<file path="src/cdsf_pkg.sv">
package cdsf_pkg;

    // coordinate storage
    localparam int AXES    = 6;
    localparam int AXIS_W  = 3;
    localparam int COORD_W = 32;

    // scalar formats: frequency Q8.8, time step Q0.16, products scaled by 2^-16
    localparam int FREQ_W     = 16;
    localparam int STEP_W     = 16;
    localparam int Q_FRAC     = 16;
    localparam int DAMP_SHIFT = 9;   // damping 2*f in Q16.16 is f shifted left by 9

    localparam logic [FREQ_W-1:0] FREQ_RESET = 16'd2048;

    // shared multiplier: signed operand times unsigned 32-bit scalar, 16 bits a pass
    localparam int MUL_A_W = 51;
    localparam int MUL_M_W = 32;
    localparam int CHUNK_W = 16;
    localparam int MUL_P_W = MUL_A_W + CHUNK_W + 1;
    localparam int MUL_S_W = MUL_P_W + CHUNK_W;
    localparam int MUL_R_W = MUL_S_W - Q_FRAC;

    // speed / position update before saturation
    localparam int SUM_W = MUL_A_W + 1;

    // configuration port
    localparam int CFG_ADDR_W = 3;
    localparam int CFG_DATA_W = 32;
    localparam int CFG_IDX_W  = CFG_ADDR_W - 2;

    localparam logic [CFG_IDX_W-1:0] REG_FREQUENCY = '0;

    typedef enum logic [1:0] {
        KIND_TICK,
        KIND_TARGET,
        KIND_SNAP,
        KIND_NONE
    } t_kind;

    typedef struct packed {
        t_kind                     kind;
        logic signed [COORD_W-1:0] eye_x;
        logic signed [COORD_W-1:0] eye_y;
        logic signed [COORD_W-1:0] eye_z;
        logic signed [COORD_W-1:0] look_x;
        logic signed [COORD_W-1:0] look_y;
        logic signed [COORD_W-1:0] look_z;
        logic [STEP_W-1:0]         time_step;
    } t_in_item;

    typedef struct packed {
        logic signed [COORD_W-1:0] cur_eye_x;
        logic signed [COORD_W-1:0] cur_eye_y;
        logic signed [COORD_W-1:0] cur_eye_z;
        logic signed [COORD_W-1:0] cur_look_x;
        logic signed [COORD_W-1:0] cur_look_y;
        logic signed [COORD_W-1:0] cur_look_z;
    } t_out_item;

    typedef enum logic [1:0] {
        MS_IDLE,
        MS_LO,
        MS_HI,
        MS_SUM
    } t_mul_st;

    typedef enum logic [2:0] {
        SQ_IDLE,
        SQ_FREQ,
        SQ_K,
        SQ_B,
        SQ_A,
        SQ_V,
        SQ_OUT
    } t_seq_st;

endpackage

</file>
<file path="src/cdsf_mul.sv">
module cdsf_mul (
    input  logic                                  i_clk,
    input  logic                                  i_rst_n,
    input  logic                                  i_start,
    input  logic signed [cdsf_pkg::MUL_A_W-1:0]   i_a,
    input  logic        [cdsf_pkg::MUL_M_W-1:0]   i_m,
    output logic                                  o_done,
    output logic signed [cdsf_pkg::MUL_R_W-1:0]   o_res
);
    import cdsf_pkg::*;

    // floor(a * m / 2^16), one 16-bit slice of m per cycle

    t_mul_st r_state;
    t_mul_st n_state;

    logic signed [MUL_A_W-1:0] r_a;
    logic        [MUL_M_W-1:0] r_m;
    logic signed [MUL_P_W-1:0] r_plo;
    logic signed [MUL_P_W-1:0] r_phi;
    logic signed [MUL_R_W-1:0] r_res;
    logic                      r_done;

    logic                      w_load_lo;
    logic                      w_load_hi;
    logic                      w_load_sum;
    logic        [CHUNK_W-1:0] w_chunk;
    logic signed [MUL_P_W-1:0] w_prod;
    logic signed [MUL_S_W-1:0] w_sum;

    always_comb begin
        n_state = r_state;
        case (r_state)
            MS_IDLE: begin
                if (i_start) begin
                    n_state = MS_LO;
                end
            end
            MS_LO:   n_state = MS_HI;
            MS_HI:   n_state = MS_SUM;
            MS_SUM:  n_state = MS_IDLE;
            default: n_state = MS_IDLE;
        endcase
    end

    always_comb begin
        w_load_lo  = 1'b0;
        w_load_hi  = 1'b0;
        w_load_sum = 1'b0;
        case (r_state)
            MS_LO:   w_load_lo  = 1'b1;
            MS_HI:   w_load_hi  = 1'b1;
            MS_SUM:  w_load_sum = 1'b1;
            default: ;
        endcase
    end

    assign w_chunk = w_load_hi ? r_m[MUL_M_W-1 -: CHUNK_W] : r_m[CHUNK_W-1:0];
    assign w_prod  = MUL_P_W'(r_a) * $signed({1'b0, w_chunk});
    assign w_sum   = MUL_S_W'(r_plo) + $signed({r_phi, {CHUNK_W{1'b0}}});

    always_ff @(posedge i_clk) begin
        if (!i_rst_n) begin
            r_state <= MS_IDLE;
            r_done  <= 1'b0;
        end else begin
            r_state <= n_state;
            r_done  <= w_load_sum;
        end
    end

    always_ff @(posedge i_clk) begin
        if (r_state == MS_IDLE && i_start) begin
            r_a <= i_a;
            r_m <= i_m;
        end
        if (w_load_lo) begin
            r_plo <= w_prod;
        end
        if (w_load_hi) begin
            r_phi <= w_prod;
        end
        if (w_load_sum) begin
            r_res <= w_sum[MUL_S_W-1:Q_FRAC];
        end
    end

    assign o_done = r_done;
    assign o_res  = r_res;

endmodule

</file>
<file path="config.mk">
export PLATFORM = sky130hd
export DESIGN_NAME = cdsf_mul
export DESIGN_NICKNAME = d
export VERILOG_FILES = /design/src/cdsf_pkg.sv /design/src/cdsf_mul.sv
export SDC_FILE = /design/constraint.sdc
export NUM_CORES = 2
export LEC_CHECK = 0
export ABC_AREA = 1
export BUFFER_PORTS_ARGS = -buffer_cell sky130_fd_sc_hd__clkbuf_2
export CAP_MARGIN = 10
export CORE_ASPECT_RATIO = 0.6
export CORE_UTILIZATION = 60
export DETAILED_ROUTE_END_ITERATION = 12
export PLACE_DENSITY = 0.86
export SLEW_MARGIN = 25
export SYNTH_ARGS = -nofsm -noshare
export SYNTH_HDL_FRONTEND = slang
export SYNTH_SLANG_ARGS = --single-unit
export TNS_END_PERCENT = 5
</file>
<file path="constraint.sdc">
create_clock -name i_clk -period 15.26 [get_ports i_clk]
set_input_delay 3.052 -clock i_clk [delete_from_list [all_inputs] [get_ports i_clk]]
set_output_delay 3.052 -clock i_clk [all_outputs]
set_load 0.01 [all_outputs]
</file>
==> metrics.md <==
| Metric | Value |
|---|---|
| Outcome | `completed` |
| Length of routed wiring on met1 | `around 60,000 um` |
| Vertical extent of the die | `between 200 and 250 um` |
| Pin count of the biggest net entering global routing | `70` |
| Leading cell types in the layout, fill and taps excluded | `nand2_1 (1,421), inv_1 (1,369), fa_1 (756), nor2_1 (579), edfxtp_1 (271)` |
| Setup repair after global routing missed its margin | `false` |
| Number of max-capacitance violations reported | `0` |
| Post-synthesis sequential element count | `274` |
| CTS Root Buffer Type | `clkbuf_16` |
| Post-synthesis average cell area | `roughly 8 um^2` |
| Clock Path Buffers | `3` |
| Count of distinct cell types in the synthesized netlist | `39` |
| Core area | `approximately 70,000 um^2` |
| Worst slew slack as a fraction of its limit | `between 20% and 30%` |
| Final cycle utilization of the critical path | `approximately 57%` |
| Setup Fix Bufs, Post-CTS | `0` |
| Total congestion overflow after global routing | `0` |
| Share of final-layout standard cells stronger than drive strength 1 | `under 10%` |
| Slowest cell on crit path | `fa_1` |
| Highest signal layer in the routed design | `met5` |
| RePlAce Congestion | `between 1 and 1.5` |
| Final count of pins violating max slew | `0` |
| TritonCTS clock tree | `built` |
| Post-DP HPWL | `118,700 um` |
| CTS Hold Bufs | `0` |
| Number of buffer cells added on primary ports | `154` |
| Req. time, crit path | `15.63 ns` |
| Area growth syn-to-layout | `6.128%` |
| Number of endpoints failing setup at the final stage | `0` |
| Critical path endpoint category | `flip-flop` |
| Std-Cell Rows | `75` |
| Starting utilization of the core area | `61.26%` |
| Startpoint type of the worst setup path | `flip-flop` |
| Worst-path maximum fanout | `41` |
| Mapped Cells | `about 5,400` |
| Summed instance area of the synthesized netlist | `between 40,000 and 50,000 um^2` |
| Summed negative setup slack over all endpoints | `0 ns` |
| Die X | `348.5 um` |
| Actual slew at the worst max-slew pin | `~1.1 ns` |
| Total number of clock tree sinks | `274` |
| Via/cell ratio | `roughly 5.7` |
| Clock-pin slew reported for the worst setup and hold paths after clock tree synthesis | `around 0.06 ns` |
| Maximum clock rate | `between 100 and 150 MHz` |
| Detailed-routing iteration count for the pre-antenna-repair pass | `8` |
| Endpoint with the worst hold slack | `o_res[0]$_DFFE_PP_` |
| Data arrival time of the critical path | `9.05 ns` |
| All-layer global routing usage | `40.65%` |
| Reg-to-reg critical path endpoint | `r_plo[32]$_DFFE_PN_` |
| Yosys synthesis warning count | `0` |
| Clock buffer count from CTS | `29` |
| Met3 routed wirelength | `26,320 um` |
| Number of global-route vias before repair | `between 30,000 and 40,000` |
| Instance count after placement with tap cells included | `about 6,400` |
| Sequential element share of the synthesized area | `around a fifth` |
| Cell type with the highest occurrence count on the critical path | `fa_1` |
| Cell depth of the worst flop-to-flop path | `25` |
| Startpoint of the lowest-slack register-to-register path | `r_state[0]$_SDFFE_PN0P_` |
| First-pass GRT wire length | `219,000 um` |
| Count of pins on the block boundary | `155` |
| Latest clock arrival within the worst-skew pair | `0.65 ns` |
| Number of vias after detailed routing | `between 30,000 and 40,000` |
| PostCTS Resize Cnt | `0` |
| Post-layout min period | `approximately 8.7 ns` |
| Count of nets left with antenna violations after detail routing | `0` |
| Type of the worst setup path | `reg2reg` |
| DRC errors left | `0` |
| Setup slack of the most critical reg-to-reg path | `~6.6 ns` |
| Non-filler instance count after layout | `~6,500` |
| HP Class | `reg2reg` |
| Antenna violations before repair | `4` |
| Hold path startpoint | `r_phi[0]$_DFFE_PP_` |
| Largest clock skew in the final design | `0.03062 ns` |
| Hold depth | `1` |
| Final number of hold-violating endpoints | `0` |
| Met2 Wirelength | `between 50,000 and 60,000 um` |
| Slowest Stage Delay on Critical Path | `roughly 0.60 ns` |
| Net Count, Synth | `~6,500` |
| Routed wire length per instance | `between 20 and 25 um` |
| Final routed wirelength across all metal layers | `between 100,000 and 150,000 um` |
| Detailed Route Iter0 Violations | `5,153` |
| Most common cell after layout, fill and taps aside | `nand2_1` |
| Die Area | `between 70,000 and 80,000 um^2` |
| Nets | `~6,500` |
| Depth of the CTS H-tree | `1` |
[state kept, by name, indices dropped and copies added, names as in the netlist]
signal	cells
o_res	68
r_phi	68
r_plo	52
r_a	51
r_m	32
r_state	2
o_done	1
[metrics by stage]
step	hold WS, ns	utilization (%)	setup WS (ns)	cell area, um^2
after floorplan	0.5124	-	7.158	43230
after global placement	0.5371	63.55	6.909	44850
after detailed placement	0.5380	63.55	7.038	44850
after CTS	0.5756	65.00	6.972	45870
after global routing	0.5764	65.00	6.473	45870
final	0.5658	65.01	6.581	45880
[logic make-up (layout without fill, tap and decap cells)]
family | Yosys count | after routing | synth area share [%]
AND/OR/NAND/NOR | 2271 | 2271 | 21.06
buffers and inverters | 1518 | 1617 | 13.33
adder cells (fa/ha/maj) | 983 | 983 | 41.58
AO/OA/AOI/OAI | 280 | 280 | 3.606
flip-flops | 274 | 274 | 18.96
XOR/XNOR | 72 | 72 | 1.459
other | 0 | 4 | 0
[worst max-delay path: cells and delay by family, from the launching register on]
| family | cells | cell delay [ns] |
|---|---|---|
| xor+xnor | 1 | 0.50 |
| buf+inv | 7 | 1.38 |
| compound gates | 1 | 0.32 |
| flops | 1 | 0.35 |
| simple gates | 8 | 1.94 |
| fa+ha+maj | 8 | 3.84 |
[synth_stat cells, drive strengths merged]
library cell | count | area [um^2]
a21boi | 3 | 22.52
a21o | 3 | 22.52
a21oi | 164 | 839.6
and2 | 2 | 12.51
buf | 71 | 331.6
clkbuf | 60 | 225.2
clkinv | 5 | 18.77
dfxtp | 3 | 60.06
edfxtp | 271 | 8138
fa | 756 | 15130
ha | 227 | 2840
inv | 1382 | 5187
nand2 | 1457 | 5559
nand3 | 124 | 660.6
nand3b | 3 | 22.52
nand4 | 37 | 231.5
nor2 | 606 | 2362
nor3 | 20 | 110.1
nor4 | 8 | 56.30
o21a | 1 | 7.510
o21ai | 75 | 409.2
o21bai | 33 | 247.7
o311a | 1 | 10.01
or2 | 14 | 87.58
xnor2 | 10 | 87.58
xor2 | 62 | 543.0
[routing by layer]
layer / GRT usage [%] / up-vias
met5: 1.514 / -
met2: 51.96 / 2650
met1: 61.79 / 17780
li1: - / 15980
met3: 18.28 / 310
met4: 9.831 / 2
[worst max-delay path by stage]
stage / startpoint / depth (start not counted) / slack [ns] / endpoint
floorplan: r_state[0]$_SDFFE_PN0P_ / 29 / 7.16 / r_phi[67]$_DFFE_PP_
global placement: r_state[0]$_SDFFE_PN0P_ / 27 / 6.91 / r_plo[53]$_DFFE_PN_
detailed placement: r_state[0]$_SDFFE_PN0P_ / 27 / 7.04 / r_phi[61]$_DFFE_PP_
CTS: r_state[0]$_SDFFE_PN0P_ / 27 / 6.97 / r_plo[61]$_DFFE_PN_
global route: r_state[0]$_SDFFE_PN0P_ / 27 / 6.47 / r_plo[61]$_DFFE_PN_
finish: r_state[0]$_SDFFE_PN0P_ / 25 / 6.58 / r_plo[32]$_DFFE_PN_
[cell type report]
cell class	count	area (um^2)
Inverter	1387	5207
Fill cell	5874	24690
Sequential cell	274	8198
Timing Repair Buffer	176	935.9
Clock buffer	31	733.2
Clock inverter	23	285.3
Tap cell	962	1204
Multi-Input combinational cell	3606	29300
Antenna cell	4	10.01
Power is left out: the tool's default activity adds up to more than one toggle a clock period on the data nets, which glitch-free logic cannot reach.
